===== config.mk =====
export PLATFORM = sky130hd
export DESIGN_NAME = telemetry_sync_deframer
export DESIGN_NICKNAME = d
export VERILOG_FILES = /design/src/hdl/tsd_pkg.sv /design/src/hdl/tsd_front.sv /design/src/hdl/tsd_queue.sv /design/src/hdl/tsd_back.sv /design/src/hdl/telemetry_sync_deframer.sv
export SDC_FILE = /design/constraint.sdc
export NUM_CORES = 1
export LEC_CHECK = 0
export ABC_AREA = 1
export ABC_CLOCK_PERIOD_IN_PS = 11350
export BUFFER_PORTS_ARGS = -buffer_cell sky130_fd_sc_hd__clkbuf_2
export CAP_MARGIN = 10
export CORE_MARGIN = 3
export CORE_UTILIZATION = 40
export CTS_CLUSTER_SIZE = 28
export DETAILED_ROUTE_END_ITERATION = 12
export PLACE_DENSITY = 0.66
export SETUP_SLACK_MARGIN = 0.2
export SLEW_MARGIN = 5
export SYNTH_ARGS = -nofsm -noshare
export SYNTH_HDL_FRONTEND = slang
export SYNTH_HIERARCHICAL = 1
export SYNTH_SLANG_ARGS = --single-unit

===== constraint.sdc =====
create_clock -name clk -period 11.35 [get_ports clk]
set_input_delay 1.7025 -clock clk [delete_from_list [all_inputs] [get_ports clk]]
set_output_delay 1.7025 -clock clk [all_outputs]
set_load 0.05 [all_outputs]

===== src/hdl/tsd_pkg.sv =====
// Shared types and constants for the telemetry sync-word deframer.
`timescale 1ns / 1ps

package tsd_pkg;

  // Pixels in one line scan, 1 to 128.
  localparam int PIXELS = 128;

  // Byte counter of the line scan: covers 2 * PIXELS bytes.
  localparam int BC_W = (2 * PIXELS > 1) ? $clog2(2 * PIXELS) : 1;
  localparam logic [BC_W-1:0] BC_LAST = BC_W'(2 * PIXELS - 1);

  localparam logic [7:0] SYNC_WORD [4] = '{8'hDE, 8'hAD, 8'hBE, 8'hEF};
  localparam logic [1:0] SYNC_LAST = 2'd3;
  localparam logic [1:0] WORD_LAST = 2'd3;

  // Result queue between parser and output stage.
  localparam int QPTR_W = 1;
  localparam int QUEUE_DEPTH = 2 ** QPTR_W;

  typedef enum logic [1:0] {
    KIND_PIXEL = 2'd0,
    KIND_SERVO = 2'd1,
    KIND_ENC   = 2'd2
  } item_kind_t;

  typedef struct packed {
    item_kind_t  kind;
    logic [6:0]  index;
    logic [31:0] value;
    logic        done;
  } item_t;

endpackage


===== src/hdl/tsd_front.sv =====
// Front end: sync matcher and frame parser, one byte per accepted transfer.
`timescale 1ns / 1ps

module tsd_front (
  input  logic          clk,
  input  logic          rst,
  input  logic          in_valid,
  output logic          in_ready,
  input  logic [7:0]    byte_in,
  output logic          push_valid,
  input  logic          push_ready,
  output tsd_pkg::item_t push_item
);
  import tsd_pkg::*;

  typedef enum logic [1:0] {
    PH_INIT  = 2'd0,
    PH_LINE  = 2'd1,
    PH_SERVO = 2'd2,
    PH_ENC   = 2'd3
  } phase_t;

  phase_t          phase, phase_next;
  logic [1:0]      sync_progress, sync_progress_next;
  logic [BC_W-1:0] byte_count, byte_count_next;
  logic [7:0]      pixel_low, pixel_low_next;
  logic [23:0]     word_bytes, word_bytes_next;
  logic [1:0]      word_count, word_count_next;

  logic accept;
  logic match;
  logic sync_hit;

  assign in_ready = push_ready;
  assign accept   = in_valid && in_ready;
  assign match    = byte_in == SYNC_WORD[sync_progress];
  assign sync_hit = match && (sync_progress == SYNC_LAST);

  always_comb begin
    phase_next         = phase;
    sync_progress_next = sync_progress;
    byte_count_next    = byte_count;
    pixel_low_next     = pixel_low;
    word_bytes_next    = word_bytes;
    word_count_next    = word_count;
    push_valid         = 1'b0;
    push_item.kind     = KIND_PIXEL;
    push_item.index    = 7'(byte_count >> 1);
    push_item.value    = 32'({byte_in[3:0], pixel_low});
    push_item.done     = byte_count == BC_LAST;
    if (accept) begin
      // a mismatching byte drops progress without being rechecked as a first byte
      sync_progress_next = match ? 2'(sync_progress + 2'd1) : 2'd0;
      if (sync_hit || phase == PH_INIT) begin
        // swallow this byte and restart the frame
        sync_progress_next = 2'd0;
        byte_count_next    = '0;
        pixel_low_next     = 8'd0;
        word_bytes_next    = 24'd0;
        word_count_next    = 2'd0;
        phase_next         = PH_LINE;
      end else begin
        case (phase)
          PH_LINE: begin
            if (!byte_count[0]) begin
              pixel_low_next = byte_in;
            end else begin
              push_valid = 1'b1;
            end
            byte_count_next = BC_W'(byte_count + 1'b1);
            if (byte_count == BC_LAST) begin
              byte_count_next = '0;
              pixel_low_next  = 8'd0;
              phase_next      = PH_SERVO;
            end
          end
          default: begin
            if (word_count != WORD_LAST) begin
              word_bytes_next = word_bytes | (24'(byte_in) << {word_count, 3'b000});
              word_count_next = 2'(word_count + 2'd1);
            end else begin
              push_valid      = 1'b1;
              push_item.kind  = (phase == PH_SERVO) ? KIND_SERVO : KIND_ENC;
              push_item.index = 7'd0;
              push_item.value = {byte_in, word_bytes};
              push_item.done  = 1'b0;
              word_bytes_next = 24'd0;
              word_count_next = 2'd0;
              phase_next      = PH_ENC;
            end
          end
        endcase
      end
    end
  end

  always_ff @(posedge clk) begin
    if (rst) begin
      phase         <= PH_INIT;
      sync_progress <= 2'd0;
      byte_count    <= '0;
      pixel_low     <= 8'd0;
      word_bytes    <= 24'd0;
      word_count    <= 2'd0;
    end else begin
      phase         <= phase_next;
      sync_progress <= sync_progress_next;
      byte_count    <= byte_count_next;
      pixel_low     <= pixel_low_next;
      word_bytes    <= word_bytes_next;
      word_count    <= word_count_next;
    end
  end

endmodule


===== src/hdl/tsd_queue.sv =====
// Short result queue between the parser and the output stage.
`timescale 1ns / 1ps

module tsd_queue (
  input  logic           clk,
  input  logic           rst,
  input  logic           push_valid,
  output logic           push_ready,
  input  tsd_pkg::item_t push_item,
  output logic           pop_valid,
  input  logic           pop_ready,
  output tsd_pkg::item_t pop_item
);
  import tsd_pkg::*;

  item_t             slots [QUEUE_DEPTH];
  logic [QPTR_W-1:0] wr_ptr;
  logic [QPTR_W-1:0] rd_ptr;
  logic [QPTR_W:0]   count;
  logic              do_push;
  logic              do_pop;

  assign push_ready = count != (QPTR_W + 1)'(QUEUE_DEPTH);
  assign pop_valid  = count != '0;
  assign pop_item   = slots[rd_ptr];
  assign do_push    = push_valid && push_ready;
  assign do_pop     = pop_valid && pop_ready;

  always_ff @(posedge clk) begin
    if (do_push) begin
      slots[wr_ptr] <= push_item;
    end
  end

  always_ff @(posedge clk) begin
    if (rst) begin
      wr_ptr <= '0;
      rd_ptr <= '0;
      count  <= '0;
    end else begin
      if (do_push) begin
        wr_ptr <= QPTR_W'(wr_ptr + 1'b1);
      end
      if (do_pop) begin
        rd_ptr <= QPTR_W'(rd_ptr + 1'b1);
      end
      if (do_push && !do_pop) begin
        count <= (QPTR_W + 1)'(count + 1'b1);
      end else if (do_pop && !do_push) begin
        count <= (QPTR_W + 1)'(count - 1'b1);
      end
    end
  end

endmodule


===== src/hdl/tsd_back.sv =====
// Back end: output register that presents one result word at a time.
`timescale 1ns / 1ps

module tsd_back (
  input  logic           clk,
  input  logic           rst,
  input  logic           pop_valid,
  output logic           pop_ready,
  input  tsd_pkg::item_t pop_item,
  output logic           out_valid,
  input  logic           out_ready,
  output logic [1:0]     item_kind,
  output logic [6:0]     pixel_index,
  output logic [31:0]    item_value,
  output logic           line_done
);
  import tsd_pkg::*;

  item_t held;

  // refill whenever the register is empty or being drained
  assign pop_ready = !out_valid || out_ready;

  always_ff @(posedge clk) begin
    if (pop_ready && pop_valid) begin
      held <= pop_item;
    end
  end

  always_ff @(posedge clk) begin
    if (rst) begin
      out_valid <= 1'b0;
    end else if (pop_ready) begin
      out_valid <= pop_valid;
    end
  end

  assign item_kind   = held.kind;
  assign pixel_index = held.index;
  assign item_value  = held.value;
  assign line_done   = held.done;

endmodule


===== src/hdl/telemetry_sync_deframer.sv =====
// Top level of the telemetry sync-word deframer.
//
//   channel | signals                                      | moves
//   --------+----------------------------------------------+-----------------------
//   in      | in_valid, in_ready, byte_in                  | one received byte
//   out     | out_valid, out_ready, item_kind, pixel_index, | one pixel or 32-bit word
//           | item_value, line_done                        |
//
// One input byte is taken every cycle while in_ready is high; the parser resolves it in that cycle.
// A result passes through the result queue and then the output register before it is valid at the outputs,
// and it waits there longer only while out_ready holds earlier results back.
// in_ready drops only when the two-entry result queue is full.
// Synchronous reset returns the frame to its init phase and empties the queue.
`timescale 1ns / 1ps

module telemetry_sync_deframer (
  input  logic        clk,
  input  logic        rst,
  input  logic        in_valid,
  output logic        in_ready,
  input  logic [7:0]  byte_in,
  output logic        out_valid,
  input  logic        out_ready,
  output logic [1:0]  item_kind,
  output logic [6:0]  pixel_index,
  output logic [31:0] item_value,
  output logic        line_done
);
  import tsd_pkg::*;

  logic  push_valid;
  logic  push_ready;
  item_t push_item;
  logic  pop_valid;
  logic  pop_ready;
  item_t pop_item;

  tsd_front u_front (
    .clk        (clk),
    .rst        (rst),
    .in_valid   (in_valid),
    .in_ready   (in_ready),
    .byte_in    (byte_in),
    .push_valid (push_valid),
    .push_ready (push_ready),
    .push_item  (push_item)
  );

  tsd_queue u_queue (
    .clk        (clk),
    .rst        (rst),
    .push_valid (push_valid),
    .push_ready (push_ready),
    .push_item  (push_item),
    .pop_valid  (pop_valid),
    .pop_ready  (pop_ready),
    .pop_item   (pop_item)
  );

  tsd_back u_back (
    .clk         (clk),
    .rst         (rst),
    .pop_valid   (pop_valid),
    .pop_ready   (pop_ready),
    .pop_item    (pop_item),
    .out_valid   (out_valid),
    .out_ready   (out_ready),
    .item_kind   (item_kind),
    .pixel_index (pixel_index),
    .item_value  (item_value),
    .line_done   (line_done)
  );

endmodule


* Word level (Yosys, flattened, before mapping)
Memories as Yosys holds them, arrays and structs flattened. A register that Yosys moved wholly into a read port is not among the register bits. Cells that the tools add are included.
Storage, ports and cells: memories kept 1, bits in registers 51, input port bits 12, logic and storage cells 88, output and inout bits 44, RAM bits 84
Cells by class: shifts and indexed selects 1, order comparisons 1, equality and inequality tests 11, muxes and demuxes 36, bitwise operators 2, add/subtract/negate cells 7, reductions and logical operators 19
Memory list:
- u_queue.slots | words 2, bits a word 42, rd ports 1, clocked after memory_dff 1, wr ports 1, line tsd_queue.sv:16 | item_t slots [QUEUE_DEPTH];
Operator list (number):
- 2-to-1 mux 42 bit | 4
- 2-to-1 mux 24 bit | 3
- 2-to-1 mux 8 bit | 9
- 2-to-1 mux 2 bit | 12
- OR 24 bit | 1
- << shifter 8 x 5 -> 24 bit | 1
- binary-select mux 8 bit (select 2 bit) | 1
- adder 8 x 1 -> 8 bit, second input constant | 1
- equality test 8 bit | 1
- equality test 8 bit, second input constant | 1
- 2-to-1 mux 1 bit | 7
- adder 2 x 1 -> 2 bit, second input constant | 3
- logical AND 1 bit | 6
- AND reduction 3 bit | 2
- nonzero test 2 bit | 3
- equality test 2 bit, second input constant | 2
- != test 2 bit, second input constant | 2
- AND reduction 2 bit | 2
- >= comparator 3 bit, second input constant | 1
- logical NOT 1 bit | 3
- != test 3 x 1 -> 1 bit, second input constant | 1
- != test 3 x 2 -> 1 bit, second input constant | 1
- != test 3 bit, second input constant | 1
- inverter 2 -> 3 bit | 1
- 6 further kinds | 8

* Logic depth before layout (Yosys ltp)
Gate-level depths: netlist (run 1).
depth after elaboration 14, mapped depth 22, mapped depth without buffers 21

* Hierarchy
The synthesis (run 1) kept the hierarchy.
By module, submodules not included:
- tsd_queue | times used 1, area an instance 3475.8 µm², cells an instance 168, seq. area each 2622.5 µm²
- tsd_front | times used 1, area an instance 2657.5 µm², cells an instance 394, seq. area each 920.9 µm²
- tsd_back | times used 1, area an instance 1308.8 µm², cells an instance 48, seq. area each 1281.2 µm²

* Worst setup path after synthesis (run 1)
No wires, ideal clock.
path kind input port to flip-flop, start input byte_in[5], end memory u_queue/slots[0][0] in the netlist's numbering (enable), library setup time 441 ps, arrival 4447 ps, path buffers 1, cell stages on the path 12, data required time 10909 ps, slack 6461 ps, cells stage by stage nor2_1 > nor2_1 > nand2_1 > nor2_2 > nand3_4 > nand2_4 > inv_1 > nand2_4 > buf_2 > o31ai_1 > nand2_1 > nor2_1
Between the ends: cells in the longest elaborated chain, start to end 8
Ends and longest elaborated chain:
- start, declared | line telemetry_sync_deframer.sv:21 | input logic [7:0] byte_in,
- equality test 8 bit | line tsd_front.sv:36 | assign match = byte_in == SYNC_WORD[sync_progress];
- logical AND 1 bit | line tsd_front.sv:37 | assign sync_hit = match && (sync_progress == SYNC_LAST);
- logical OR 1 bit | line tsd_front.sv:54 | if (sync_hit || phase == PH_INIT) begin
- 2-to-1 mux 1 bit | line tsd_front.sv:54
- 2-to-1 mux 1 bit | line tsd_front.sv:51 | if (accept) begin
- named net push_valid | line telemetry_sync_deframer.sv:31 | logic push_valid;
- logical AND 1 bit | line tsd_queue.sv:26 | assign do_push = push_valid && push_ready;
- 2-to-1 mux 1 bit | line tsd_queue.sv:30 | if (do_push) begin
- 2-to-1 mux 1 bit (implied by the code) | line tsd_queue.sv:31 | slots[wr_ptr] <= push_item;
- end, declared | line tsd_queue.sv:16
The timed path passes the listed nets, and every way through them passes these cells.

* Final worst setup path (run 1)
start input byte_in[1], end memory u_queue/slots[0][18] in the netlist's numbering (enable)
The elaborated chain is that of the path after synthesis.

==> results of run 1 <==
-- cell families after synthesis --
group / Yosys count / synth area share
adders and majority gates: 8 / 0.0135
DFF: 178 / 0.648
and+or+nand+nor: 213 / 0.128
buffers and inverters: 99 / 0.0688
xor gates and xnor gates: 1 / 0.00118
muxes: 42 / 0.0837
AOI/OAI and AO/OA: 69 / 0.0565
-- flip-flops by register name, indices dropped and copies added (netlist names), named ones only --
| signal | flops |
|---|---|
| u_queue/count | 2 |
| u_back/out_valid | 1 |
| u_back/item_kind | 2 |
| u_front/sync_progress | 2 |
| u_front/pixel_low | 8 |
| u_back/line_done | 1 |
| u_front/byte_count | 8 |
| u_queue/slots | 84 |
| u_back/item_value | 32 |
| u_front/word_bytes | 24 |
| u_back/pixel_index | 7 |
| u_front/phase | 2 |
| u_front/word_count | 2 |
| u_queue/wr_ptr | 1 |
| u_queue/rd_ptr | 1 |
-- metal layers --
layer	global-route usage	up-vias	wire length [microns]
met5	0	-	0
met4	0.0615	0	316
met3	0.0360	24	642
met2	0.241	106	6860
met1	0.169	2126	5940
li1	-	2169	-
-- per-stage QoR --
step | setup WS (ns) | hold slack, ns
4_1_cts | 7.11 | 0.454
3_3_place_gp | 6.84 | 0.442
6_report | 7.45 | 0.452
5_1_grt | 7.23 | 0.464
3_5_place_dp | 6.67 | 0.444
2_1_floorplan | 6.46 | 0.430
-- how the worst max path moves through the flow --
stage / to / slack (ns) / startpoint
after global routing: u_queue/slots[0][11] / 7.23 / byte_in[1]
final: u_queue/slots[0][18] / 7.45 / byte_in[1]
after CTS: u_queue/slots[1][2] / 7.11 / byte_in[1]
after global placement: u_queue/slots[1][11] / 6.84 / byte_in[1]
after detailed placement: u_queue/slots[1][19] / 6.67 / byte_in[1]
after floorplan: u_queue/slots[0][0] / 6.46 / byte_in[5]
-- placed cells by master (no fill, tap or decap), types with 3 or more instances in the layout --
master	synthesis	layout
sky130_fd_sc_hd__nor2_2	3	3
sky130_fd_sc_hd__nand3_1	24	24
sky130_fd_sc_hd__a21oi_2	16	16
sky130_fd_sc_hd__a21oi_1	31	30
sky130_fd_sc_hd__clkbuf_2	1	55
sky130_fd_sc_hd__mux2_4	40	40
sky130_fd_sc_hd__clkinvlp_4	0	3
sky130_fd_sc_hd__nor2_1	55	53
sky130_fd_sc_hd__edfxtp_1	126	126
sky130_fd_sc_hd__ha_1	8	8
sky130_fd_sc_hd__inv_6	1	3
sky130_fd_sc_hd__dfxtp_1	52	51
sky130_fd_sc_hd__inv_1	72	72
sky130_fd_sc_hd__clkinv_2	1	4
sky130_fd_sc_hd__nand2_4	4	4
sky130_fd_sc_hd__nand2_2	4	4
sky130_fd_sc_hd__inv_2	3	3
sky130_fd_sc_hd__bufinv_16	0	3
sky130_fd_sc_hd__o21ai_0	16	16
sky130_fd_sc_hd__clkinv_1	1	4
sky130_fd_sc_hd__nand2_1	98	98
sky130_fd_sc_hd__nor3_1	16	16
sky130_fd_sc_hd__clkbuf_16	0	17
-- worst min-delay path, delay by kind of cell, from the launching register on --
kind / cells / cell delay (ns)
buf+inv: 1 / 0.07
flops: 1 / 0.29
compound gates: 1 / 0.05
-- power breakdown --
part,switching (mW),internal (mW)
combinational,0.472,0.143
sequential,0.0363,0.815
clock,0.237,0.344
total,0.746,1.30
-- cell type report --
| class | instances | area share |
|---|---|---|
| sequential | 178 | 0.570 |
| multi-input combinational | 333 | 0.252 |
| clock buffer | 17 | 0.0502 |
| timing repair buffer | 59 | 0.0399 |
| inverter | 78 | 0.0353 |
| tap | 229 | 0.0338 |
| clock inverter | 15 | 0.0195 |
==> tab_implementation.tex, run 1 <==
\begin{tabular}{lr}
\hline
Metric & Value \\
\hline
\multicolumn{2}{l}{\textbf{Setup path}} \\
\quad Number of buffer and inverter instances along the worst setup path & 4 \\
\quad Critical Path Stages & 14 \\
\quad Data arrival at the endpoint of the critical path & approximately 4 ns \\
\quad Most frequent cell on the critical path & sky130\_fd\_sc\_hd\_\_nand2\_1 \\
\quad Critical-path cell list & clkbuf\_2 -> inv\_2 -> nand2\_1 -> nand2\_1 -> nand2\_1 -> nor2\_2 -> nand3\_4 -> nand2\_4 -> inv\_1 -> nand2\_4 -> o31ai\_1 -> nand2\_1 -> nor2\_4 -> buf\_16 \\
\quad Kind of capture point of the worst setup path & register \\
\quad Critical path's largest stage delay & $\sim$0.55 ns \\
\quad Slowest cell on crit path & sky130\_fd\_sc\_hd\_\_nor2\_4 \\
\quad Capture instance of the worst register-to-register path & u\_queue/slots[0][18] \\
\quad R2r worst-path depth & 14 \\
\quad Top cell family by delay on the critical path & simple AND/OR/NAND/NOR gates \\
\quad Maximum fanout along the worst path & 55 \\
\quad Worst reg2reg setup slack & between 8 and 9 ns \\
\quad Data required time of the critical path & about 11 ns \\
\quad Crit Path Category & primary input to register \\
\quad Nature of the critical path startpoint & primary input \\
\quad Crit Reg-Reg Startpoint & u\_front/sync\_progress[0] \\
\multicolumn{2}{l}{\textbf{Pwr}} \\
\quad Worst VDD drop & $\sim$160 uV \\
\quad Final Total Pwr & just over 2 mW \\
\quad Power per Cell Area & 242 nW/um\^{}2 \\
\quad Leak & 3.17 nW \\
\multicolumn{2}{l}{\textbf{Drt}} \\
\quad Residual antenna-violating net count after detailed routing & 0 \\
\quad DR DRC count & 0 \\
\quad Total number of vias & approximately 4400 \\
\quad Average routed wire per standard cell & 15.1 microns \\
\quad Number of design-rule violations left by the first detailed-router iteration & 445 \\
\quad Average via count per standard cell & about 4.9 \\
\quad Initial DRT Pass Iterations & 6 \\
\quad Total detailed-routing wirelength & about 14 mm \\
\multicolumn{2}{l}{\textbf{Worst hold path}} \\
\quad Worst Hold Depth & 2 \\
\quad Worst min path class & register to register \\
\quad Worst Hold End & u\_front/word\_bytes[4] \\
\quad Hold path startpoint & u\_front/word\_bytes[4] \\
\multicolumn{2}{l}{\textbf{Synth}} \\
\quad Yosys warning total & 6 \\
\quad Library cell with the largest summed area after synthesis & sky130\_fd\_sc\_hd\_\_edfxtp\_1 \\
\quad Synth Cell Area & about 7400 sq um \\
\quad Number of storage elements in the synthesis netlist & between 150 and 200 \\
\quad Fraction of post-synthesis cell area in the top cell type by area & 0.508 \\
\quad Most numerous cell in the Yosys netlist & sky130\_fd\_sc\_hd\_\_edfxtp\_1 \\
\quad Mapped Nets & 630 \\
\quad Yosys cell types & slightly above 40 \\
\quad Async set or reset register ratio after synthesis & 0 \\
\quad Seq/Total Area, Yosys & 0.648 \\
\quad Top cells by area in the synthesized netlist & sky130\_fd\_sc\_hd\_\_edfxtp\_1 51\%, sky130\_fd\_sc\_hd\_\_dfxtp\_1 14\%, sky130\_fd\_sc\_hd\_\_mux2\_4 8.1\% \\
\quad Syn\_area\_per\_cell & 12.2 sq um \\
\quad Commonest cells in the netlist & 126 x sky130\_fd\_sc\_hd\_\_edfxtp\_1, 98 x sky130\_fd\_sc\_hd\_\_nand2\_1, 72 x sky130\_fd\_sc\_hd\_\_inv\_1 \\
\quad Synthesized instance count & 610 \\
\quad Number of flops mapped to enable cells by yosys & approximately 130 \\
\quad Predominant post-synthesis flop cell & sky130\_fd\_sc\_hd\_\_edfxtp\_1 \\
\multicolumn{2}{l}{\textbf{Finish}} \\
\quad P\&R area growth vs syn & 13.8\% \\
\quad Fraction of the core area covered by cells at the end of the flow & 0.467 \\
\quad Count of filler cells inserted in the layout & between 1500 and 2000 \\
\quad Total area of sequential cells & 4830 sq um \\
\quad Final \#Nets & just under 700 \\
\quad Antenna Cells & 0 \\
\quad Post-Layout Cell Count & $\sim$910 \\
\quad Share of final-layout standard cells stronger than drive strength 1 & 0.254 \\
\quad Total area of multi-input combinational cells & around 2100 sq um \\
\quad Summed area of non-filler cells in the final layout & 8470 sq um \\
\multicolumn{2}{l}{\textbf{STA}} \\
\quad Final-report setup violation count & 0 \\
\quad Max-Slew Margin vs Limit & 0.459 \\
\quad Final clock period utilization by the worst path & 0.343 \\
\quad Largest clock skew in the final design & a little over 0.008 ns \\
\quad Sum of negative setup slack & 0 ns \\
\quad Crit path time final & around 3.9 ns \\
\quad Slew Viols, Final & 0 \\
\quad Final Hold Viols & 0 \\
\quad Unrepaired setup endpoints after global routing & false \\
\quad Slew of the pin with the lowest slew margin & between 0.8 and 0.9 ns \\
\quad Maximum clock rate & about 260 MHz \\
\multicolumn{2}{l}{\textbf{Global route}} \\
\quad Overall overflow remaining after global route & 0 \\
\quad Global-route wire length before repair & 22.3 mm \\
\quad Global Route Usage Sum & 0.141 \\
\quad Antenna violations before repair & 0 \\
\quad Via count of the first global-routing pass & roughly 4500 \\
\quad Maximum number of pins on one net before global-route repair & 56 \\
\multicolumn{2}{l}{\textbf{CTS}} \\
\quad Number of hold buffers added after CTS & 0 \\
\quad Clock buffers created by TritonCTS & 17 \\
\quad CTS tree & built \\
\quad H-tree lvl count & 4 \\
\quad Clock network latency to the later pin of the worst-skew pair & roughly 0.43 ns \\
\quad Number of gates resized after CTS & 0 \\
\quad Cell at the root of the clock tree & sky130\_fd\_sc\_hd\_\_clkbuf\_16 \\
\quad TritonCTS sink count & about 180 \\
\quad Post-CTS setup-driven buffer insertion count & 0 \\
\quad Maximum count of clock buffers along a single path & 2 \\
\quad Reg clk slew, reported paths & about 0.060 ns \\
\multicolumn{2}{l}{\textbf{Floorplanning}} \\
\quad Die area & $\sim$20000 sq um \\
\quad Chip width & approximately 140 microns \\
\quad Chip Height & roughly 140 microns \\
\quad Row cnt & 49 \\
\quad \# IOs & 56 \\
\quad Core footprint & approximately 18000 sq um \\
\quad Starting density of the core & 0.410 \\
\multicolumn{2}{l}{\textbf{Placed design}} \\
\quad Half-perimeter wire length of the detailed placement result & about 9 mm \\
\quad Routability-driven placement congestion ratio & slightly above 0.8 \\
\quad Port bufs & between 50 and 60 \\
\quad Cell Area, Placed & 7830 sq um \\
\quad Placed cell count & $\sim$900 \\
\multicolumn{2}{l}{\textbf{Outcome}} \\
\quad Run status & completed \\
\multicolumn{2}{l}{\textbf{Job}} \\
\quad Number of max-capacitance violations reported & 0 \\
\hline
\end{tabular}
Note: power is estimated with default switching activity, not from simulation.
==> run 2, diff against run 1 <==
--- a/config.mk
+++ b/config.mk
@@ -6,14 +6,14 @@
 export NUM_CORES = 1
 export LEC_CHECK = 0
 export ABC_AREA = 1
-export ABC_CLOCK_PERIOD_IN_PS = 11350
+export ABC_CLOCK_PERIOD_IN_PS = 3400
 export BUFFER_PORTS_ARGS = -buffer_cell sky130_fd_sc_hd__clkbuf_2
 export CAP_MARGIN = 10
 export CORE_MARGIN = 3
 export CORE_UTILIZATION = 40
 export CTS_CLUSTER_SIZE = 28
 export DETAILED_ROUTE_END_ITERATION = 12
-export PLACE_DENSITY = 0.66
+export PLACE_DENSITY = 0.68
 export SETUP_SLACK_MARGIN = 0.2
 export SLEW_MARGIN = 5
 export SYNTH_ARGS = -nofsm -noshare
==> constraint.sdc (replaced) <==
create_clock -name clk -period 3.4 [get_ports clk]
set_input_delay 0.51 -clock clk [delete_from_list [all_inputs] [get_ports clk]]
set_output_delay 0.51 -clock clk [all_outputs]
set_load 0.05 [all_outputs]
==> run 2 against run 1 <==
Against the previous run: non-clock buffer count grew 4; routed wire length shrank 3.1%; critical path depth grew 6; combinational power grew to 3.4 times the previous value; first-iteration DRC count shrank 24%; design area grew 0.34%; worst setup slack lost 6.9 ns; sequential share of layout area shrank 0.19 points; global-route usage shrank 0.30 points; largest power group unchanged; sequential cell count is the same.
==> tab_implementation.tex, run 2 (synthesis results as in run 1) <==
\begin{tabular}{lr}
\hline
Metric & Value \\
\hline
\multicolumn{2}{l}{\textbf{Outcome}} \\
\quad Run status & completed \\
\multicolumn{2}{l}{\textbf{STA}} \\
\quad Final Hold Viols & 0 \\
\quad Final clock period utilization by the worst path & 0.839 \\
\quad Final-report setup violation count & 0 \\
\quad Slew Viols, Final & 0 \\
\quad Unrepaired setup endpoints after global routing & false \\
\quad Max-Slew Margin vs Limit & 0.467 \\
\quad Crit path time final & 2.85 ns \\
\quad Largest clock skew in the final design & about 0.0096 ns \\
\quad Sum of negative setup slack & 0 ns \\
\quad Slew of the pin with the lowest slew margin & about 0.8 ns \\
\quad Maximum clock rate & 350 MHz \\
\multicolumn{2}{l}{\textbf{Pwr}} \\
\quad Total net switching power & 2.45 mW \\
\quad Power per Cell Area & 813 nW/um\^{}2 \\
\quad Sw frac & 0.355 \\
\quad Leak & around 3.2 nW \\
\quad Share of power burned in the clock network & 0.292 \\
\quad Power Internal & 4.46 mW \\
\quad Proportion of power drawn by combinational gates & 0.299 \\
\quad Share of power burned in registers & 0.410 \\
\quad Worst VDD drop & between 700 and 800 uV \\
\multicolumn{2}{l}{\textbf{Setup path}} \\
\quad Worst reg2reg setup slack & 0.55 ns \\
\quad Number of buffer and inverter instances along the worst setup path & 6 \\
\quad Maximum fanout along the worst path & 11 \\
\quad Crit Path Category & register to register \\
\quad Data required time of the critical path & between 3 and 4 ns \\
\quad R2r worst-path depth & 20 \\
\quad Critical-path cell list & inv\_1 -> ha\_1 -> nand2\_1 -> inv\_1 -> nor2\_1 -> nand2\_1 -> nor2\_2 -> nand3\_4 -> nand2\_4 -> inv\_1 -> nand2\_4 -> o31ai\_1 -> nand2\_2 -> inv\_1 -> ha\_1 -> inv\_1 -> nand3\_1 -> nand2\_1 -> inv\_1 -> nor2\_1 \\
\quad Most frequent cell on the critical path & sky130\_fd\_sc\_hd\_\_inv\_1 \\
\quad Capture instance of the worst register-to-register path & u\_queue/count[1] \\
\quad Top cell family by delay on the critical path & simple AND/OR/NAND/NOR gates \\
\quad Slowest cell on crit path & sky130\_fd\_sc\_hd\_\_dfxtp\_1 \\
\quad Critical path's largest stage delay & roughly 0.40 ns \\
\quad Crit Reg-Reg Startpoint & u\_front/sync\_progress[0] \\
\quad Data arrival at the endpoint of the critical path & between 3 and 4 ns \\
\quad Nature of the critical path startpoint & register \\
\quad Kind of capture point of the worst setup path & register \\
\multicolumn{2}{l}{\textbf{CTS}} \\
\quad Reg clk slew, reported paths & approximately 0.070 ns \\
\quad Clock network latency to the later pin of the worst-skew pair & approximately 0.42 ns \\
\quad Maximum count of clock buffers along a single path & 2 \\
\quad Number of hold buffers added after CTS & 0 \\
\quad Clock buffers created by TritonCTS & 17 \\
\quad TritonCTS sink count & around 180 \\
\quad CTS tree & built \\
\quad H-tree lvl count & 4 \\
\quad Cell at the root of the clock tree & sky130\_fd\_sc\_hd\_\_clkbuf\_16 \\
\multicolumn{2}{l}{\textbf{Placed design}} \\
\quad Placed cell count & 881 \\
\quad Cell Area, Placed & $\sim$7900 sq um \\
\quad Half-perimeter wire length of the detailed placement result & between 8 and 9 mm \\
\quad Port bufs & 55 \\
\quad Routability-driven placement congestion ratio & between 0.8 and 0.9 \\
\multicolumn{2}{l}{\textbf{Finish}} \\
\quad Max reg flops & 84 \\
\quad Most frequent cells in the layout & 126 x sky130\_fd\_sc\_hd\_\_edfxtp\_1, 97 x sky130\_fd\_sc\_hd\_\_nand2\_1, 72 x sky130\_fd\_sc\_hd\_\_inv\_1 \\
\quad Post-Layout Cell Count & about 900 \\
\quad Final \#Nets & 692 \\
\quad Antenna Cells & 0 \\
\quad P\&R area growth vs syn & 14.2\% \\
\quad Share of final-layout standard cells stronger than drive strength 1 & 0.260 \\
\quad Register ranked first by flip-flop count & u\_queue/slots \\
\quad Commonest non-fill, non-tap cell in the layout & sky130\_fd\_sc\_hd\_\_edfxtp\_1 \\
\quad Summed area of non-filler cells in the final layout & between 8000 and 9000 sq um \\
\multicolumn{2}{l}{\textbf{Job}} \\
\quad Number of max-capacitance violations reported & 0 \\
\multicolumn{2}{l}{\textbf{Drt}} \\
\quad Number of design-rule violations left by the first detailed-router iteration & between 300 and 400 \\
\quad Average routed wire per standard cell & 14.6 microns \\
\quad DR DRC count & 0 \\
\quad Residual antenna-violating net count after detailed routing & 0 \\
\quad Average via count per standard cell & between 4 and 5 \\
\quad Total detailed-routing wirelength & 13.3 mm \\
\quad Total number of vias & approximately 4400 \\
\quad Initial DRT Pass Iterations & 4 \\
\multicolumn{2}{l}{\textbf{Floorplanning}} \\
\quad \# IOs & 56 \\
\quad Die area & between 20000 and 25000 sq um \\
\quad Row cnt & 49 \\
\quad Chip Height & approximately 140 microns \\
\quad Starting density of the core & 0.410 \\
\quad Core footprint & $\sim$18000 sq um \\
\quad Chip width & between 100 and 150 microns \\
\multicolumn{2}{l}{\textbf{Worst hold path}} \\
\quad Hold path startpoint & byte\_in[5] \\
\quad Worst Hold End & u\_front/pixel\_low[5] \\
\quad Worst Hold Depth & 3 \\
\quad Worst min path class & primary input to register \\
\multicolumn{2}{l}{\textbf{Global route}} \\
\quad Global Route Usage Sum & 0.138 \\
\quad Global-route wire length before repair & between 20 and 25 mm \\
\quad Antenna violations before repair & 0 \\
\quad Maximum number of pins on one net before global-route repair & 43 \\
\quad Via count of the first global-routing pass & about 4400 \\
\quad Overall overflow remaining after global route & 0 \\
\hline
\end{tabular}
run 2: cell types whose count changed in the layout (fill, tap and decap cells not counted), moves of 2 or more:
cell | previous run | this run
sky130_fd_sc_hd__buf_4 | 2 | 8
sky130_fd_sc_hd__clkbuf_1 | 0 | 3
sky130_fd_sc_hd__clkinv_1 | 4 | 2
sky130_fd_sc_hd__inv_6 | 3 | 1
sky130_fd_sc_hd__nand2_2 | 4 | 6
run 2: metrics by stage:
step / hold WS (ns) / setup WS (ns) / power, mW / utilization
floorplan: 0.430 / 0.114 / 4.60 / -
global placement: 0.440 / 0.620 / 4.95 / 0.434
detailed placement: 0.447 / 0.453 / 4.96 / 0.434
CTS: 0.362 / 0.452 / 6.99 / 0.468
global route: 0.385 / 0.250 / 7.23 / 0.468
finish: 0.381 / 0.546 / 6.91 / 0.468
run 2: layout make-up:
type	instances	area [sq um]
clock buffer	21	450
clock inverter	11	163
fill	1624	9650
inverter	78	299
multi-input combinational	334	2140
sequential	178	4830
tap	229	287
timing repair buffer	63	335
run 2: worst max path at each step:
stage | from | end | slack (ns) | depth (start not counted)
after floorplan | u_front/sync_progress[0] | u_queue/slots[0][0] | 0.11 | 14
after global placement | u_front/sync_progress[0] | u_queue/count[1] | 0.62 | 20
after detailed placement | u_front/sync_progress[0] | u_queue/count[1] | 0.45 | 20
after CTS | u_front/sync_progress[0] | u_queue/count[1] | 0.45 | 20
after global routing | u_front/sync_progress[0] | u_queue/count[1] | 0.25 | 20
final | u_front/sync_progress[0] | u_queue/count[1] | 0.55 | 20
run 2: power by group through the flow:
| stage | combinational, mW | sequential (mW) | clock, mW |
|---|---|---|---|
| after floorplan | 0.836 | 3.76 | 0 |
| after global placement | 2.07 | 2.88 | 0 |
| after detailed placement | 2.08 | 2.88 | 0 |
| after CTS | 2.09 | 2.84 | 2.06 |
| after global routing | 2.20 | 2.87 | 2.16 |
| final | 2.07 | 2.83 | 2.02 |
run 2: metal layers:
metal  part of all wire  global-route usage  vias to the layer above
met5                  0                   0                        -
met4              0.016              0.0560                        0
met3              0.046              0.0309                       15
met2               0.50               0.235                      106
met1               0.44               0.171                     2059
li1                   -                   -                     2182
run 2: worst min-delay path, cell delays in order:
cell	delay [ns]
sky130_fd_sc_hd__clkbuf_2	0.11
sky130_fd_sc_hd__nand3_1	0.08
sky130_fd_sc_hd__a21oi_1	0.06
run 2: timing repair:
item                                   CTS  global route
setup endpoints to repair                0             1
endpoints found under the hold margin    0             0
resized for setup                        0             1
setup buffers                            0             0
==> run 3, diff against run 2 <==
--- a/config.mk
+++ b/config.mk
@@ -6,14 +6,14 @@
 export NUM_CORES = 1
 export LEC_CHECK = 0
 export ABC_AREA = 1
-export ABC_CLOCK_PERIOD_IN_PS = 3400
+export ABC_CLOCK_PERIOD_IN_PS = 2700
 export BUFFER_PORTS_ARGS = -buffer_cell sky130_fd_sc_hd__clkbuf_2
 export CAP_MARGIN = 10
 export CORE_MARGIN = 3
 export CORE_UTILIZATION = 40
 export CTS_CLUSTER_SIZE = 28
 export DETAILED_ROUTE_END_ITERATION = 12
-export PLACE_DENSITY = 0.68
+export PLACE_DENSITY = 0.66
 export SETUP_SLACK_MARGIN = 0.2
 export SLEW_MARGIN = 5
 export SYNTH_ARGS = -nofsm -noshare
==> constraint.sdc (replaced) <==
create_clock -name clk -period 2.7 [get_ports clk]
set_input_delay 0.405 -clock clk [delete_from_list [all_inputs] [get_ports clk]]
set_output_delay 0.405 -clock clk [all_outputs]
set_load 0.05 [all_outputs]
==> run 3 against run 2 <==
Against the previous run: sequential power grew 26%; critical path type unchanged; die area is the same; highest routed layer unchanged; global-route usage grew 0.053 points; sequential share of layout area shrank 0.82 points; fmax grew 17%; clock power grew 12%; hold slack lost 0.085 ns.
==> tab_implementation.tex, run 3 (synthesis results as in run 1) <==
\begin{tabular}{lr}
\hline
Metric & Value \\
\hline
\multicolumn{2}{l}{\textbf{Pwr}} \\
\quad Final Total Pwr & roughly 8.5 mW \\
\quad Worst VDD drop & $\sim$490 uV \\
\quad Power per Cell Area & about 980 nW/um\^{}2 \\
\quad Leak & roughly 3.2 nW \\
\multicolumn{2}{l}{\textbf{Setup path}} \\
\quad Kind of capture point of the worst setup path & register \\
\quad R2r worst-path depth & 14 \\
\quad Data required time of the critical path & 2.84 ns \\
\quad Maximum fanout along the worst path & 8 \\
\quad Nature of the critical path startpoint & register \\
\quad Data arrival at the endpoint of the critical path & about 2.6 ns \\
\quad Crit Path Category & register to register \\
\multicolumn{2}{l}{\textbf{Global route}} \\
\quad Via count of the first global-routing pass & $\sim$4600 \\
\quad Global-route wire length before repair & between 20 and 25 mm \\
\quad Antenna violations before repair & 0 \\
\quad Overall overflow remaining after global route & 0 \\
\quad Maximum number of pins on one net before global-route repair & 43 \\
\quad Global Route Usage Sum & 0.139 \\
\multicolumn{2}{l}{\textbf{Finish}} \\
\quad Final \#Nets & $\sim$700 \\
\quad Post-Layout Cell Count & between 900 and 1000 \\
\quad Register ranked first by flip-flop count & u\_queue/slots \\
\quad Most frequent cells in the layout & 126 x sky130\_fd\_sc\_hd\_\_edfxtp\_1, 98 x sky130\_fd\_sc\_hd\_\_nand2\_1, 69 x sky130\_fd\_sc\_hd\_\_inv\_1 \\
\quad Share of final-layout standard cells stronger than drive strength 1 & 0.276 \\
\quad Commonest non-fill, non-tap cell in the layout & sky130\_fd\_sc\_hd\_\_edfxtp\_1 \\
\quad Summed area of non-filler cells in the final layout & about 8600 sq um \\
\quad Max reg flops & 84 \\
\quad Antenna Cells & 0 \\
\quad P\&R area growth vs syn & 16.0\% \\
\multicolumn{2}{l}{\textbf{Placed design}} \\
\quad Half-perimeter wire length of the detailed placement result & around 9.1 mm \\
\quad Placed cell count & roughly 880 \\
\quad Port bufs & 55 \\
\quad Worst slack after detailed placement & $\sim$0.08 ns \\
\quad Routability-driven placement congestion ratio & around 0.9 \\
\quad Cell Area, Placed & 7950 sq um \\
\multicolumn{2}{l}{\textbf{STA}} \\
\quad Final worst slack & roughly 0.27 ns \\
\quad Max-Slew Margin vs Limit & 0.610 \\
\quad Crit path time final & 2.43 ns \\
\quad Final-report setup violation count & 0 \\
\quad Final clock period utilization by the worst path & 0.900 \\
\quad Slew of the pin with the lowest slew margin & about 0.58 ns \\
\quad Maximum clock rate & approximately 410 MHz \\
\quad Sum of negative setup slack & 0 ns \\
\quad Final Hold Viols & 0 \\
\quad Slew Viols, Final & 0 \\
\quad Largest clock skew in the final design & 0.00954 ns \\
\quad Unrepaired setup endpoints after global routing & true \\
\multicolumn{2}{l}{\textbf{Floorplanning}} \\
\quad Core footprint & 18100 sq um \\
\quad Chip width & between 100 and 150 microns \\
\quad Row cnt & 49 \\
\quad \# IOs & 56 \\
\quad Die area & roughly 20000 sq um \\
\quad Chip Height & around 140 microns \\
\quad Starting density of the core & 0.410 \\
\multicolumn{2}{l}{\textbf{CTS}} \\
\quad CTS tree & built \\
\quad Reg clk slew, reported paths & 0.06 ns \\
\quad Clock buffers created by TritonCTS & 17 \\
\quad H-tree lvl count & 4 \\
\quad Clock network latency to the later pin of the worst-skew pair & roughly 0.42 ns \\
\quad Number of hold buffers added after CTS & 0 \\
\quad Maximum count of clock buffers along a single path & 2 \\
\quad TritonCTS sink count & $\sim$180 \\
\quad Cell at the root of the clock tree & sky130\_fd\_sc\_hd\_\_clkbuf\_16 \\
\multicolumn{2}{l}{\textbf{Drt}} \\
\quad Initial DRT Pass Iterations & 6 \\
\quad DR DRC count & 0 \\
\quad Number of design-rule violations left by the first detailed-router iteration & 305 \\
\quad Total number of vias & between 4000 and 5000 \\
\quad Average via count per standard cell & between 4 and 5 \\
\quad Total detailed-routing wirelength & around 14 mm \\
\quad Residual antenna-violating net count after detailed routing & 0 \\
\quad Average routed wire per standard cell & between 10 and 15 microns \\
\multicolumn{2}{l}{\textbf{Worst hold path}} \\
\quad Worst min path class & primary input to register \\
\quad Worst Hold Depth & 3 \\
\multicolumn{2}{l}{\textbf{Job}} \\
\quad Number of max-capacitance violations reported & 0 \\
\multicolumn{2}{l}{\textbf{Outcome}} \\
\quad Run status & completed \\
\hline
\end{tabular}
run 3: worst paths after layout:
| kind | to | slack, ns | start |
|---|---|---|---|
| max | u_queue/slots[0][35] | 0.27 | u_front/sync_progress[0] |
| min reg2reg | u_front/word_bytes[4] | 0.45 | u_front/word_bytes[4] |
| max reg2reg | u_queue/slots[0][35] | 0.27 | u_front/sync_progress[0] |
| min | u_front/pixel_low[4] | 0.30 | byte_in[4] |
run 3: through the flow:
stage	hold WS [ns]	util
6_report	0.296	0.476
5_1_grt	0.292	0.476
4_1_cts	0.277	0.471
3_5_place_dp	0.442	0.438
3_3_place_gp	0.442	0.438
2_1_floorplan	0.430	-
run 3: what timing repair did:
item	CTS	global route
buffers inserted	5	1
gates cloned	0	3
resized for setup	1	4
setup endpoints to repair	58	80
pin swaps	2	2
run 3: area by class of cell:
class	count	area (sq um)
Fill cell	1621	9510
Sequential cell	178	4830
Multi-Input combinational cell	333	2170
Timing Repair Buffer	74	500
Clock buffer	24	462
Inverter	78	302
Tap cell	229	287
Clock inverter	8	80.1
run 3: power breakdown:
group	total [mW]	internal [mW]	switching (mW)
registers	3.57	3.43	0.135
logic	2.66	0.649	2.01
clock network	2.27	1.30	0.966
run 3: worst max-delay path: stages (launching register included):
cell and delay [ns]:
sky130_fd_sc_hd__dfxtp_4 0.38, sky130_fd_sc_hd__inv_4 0.06, sky130_fd_sc_hd__ha_4 0.24, sky130_fd_sc_hd__nor2_1 0.12
sky130_fd_sc_hd__nor2_1 0.07, sky130_fd_sc_hd__nand2_1 0.11, sky130_fd_sc_hd__nor2_2 0.07, sky130_fd_sc_hd__nand3_4 0.08
sky130_fd_sc_hd__nand2_2 0.10, sky130_fd_sc_hd__o31ai_2 0.20, sky130_fd_sc_hd__nand2_1 0.10, sky130_fd_sc_hd__buf_4 0.17
sky130_fd_sc_hd__nor2_4 0.16, sky130_fd_sc_hd__buf_12 0.14, sky130_fd_sc_hd__buf_8 0.14
run 3: per-layer routing:
metal / up-vias / GRT usage / wire [microns]
li1: 2201 / - / -
met2: 110 / 0.243 / 6920
met4: 0 / 0.0640 / 364
met3: 25 / 0.0373 / 581
met5: - / 0 / 0
met1: 2136 / 0.158 / 5950
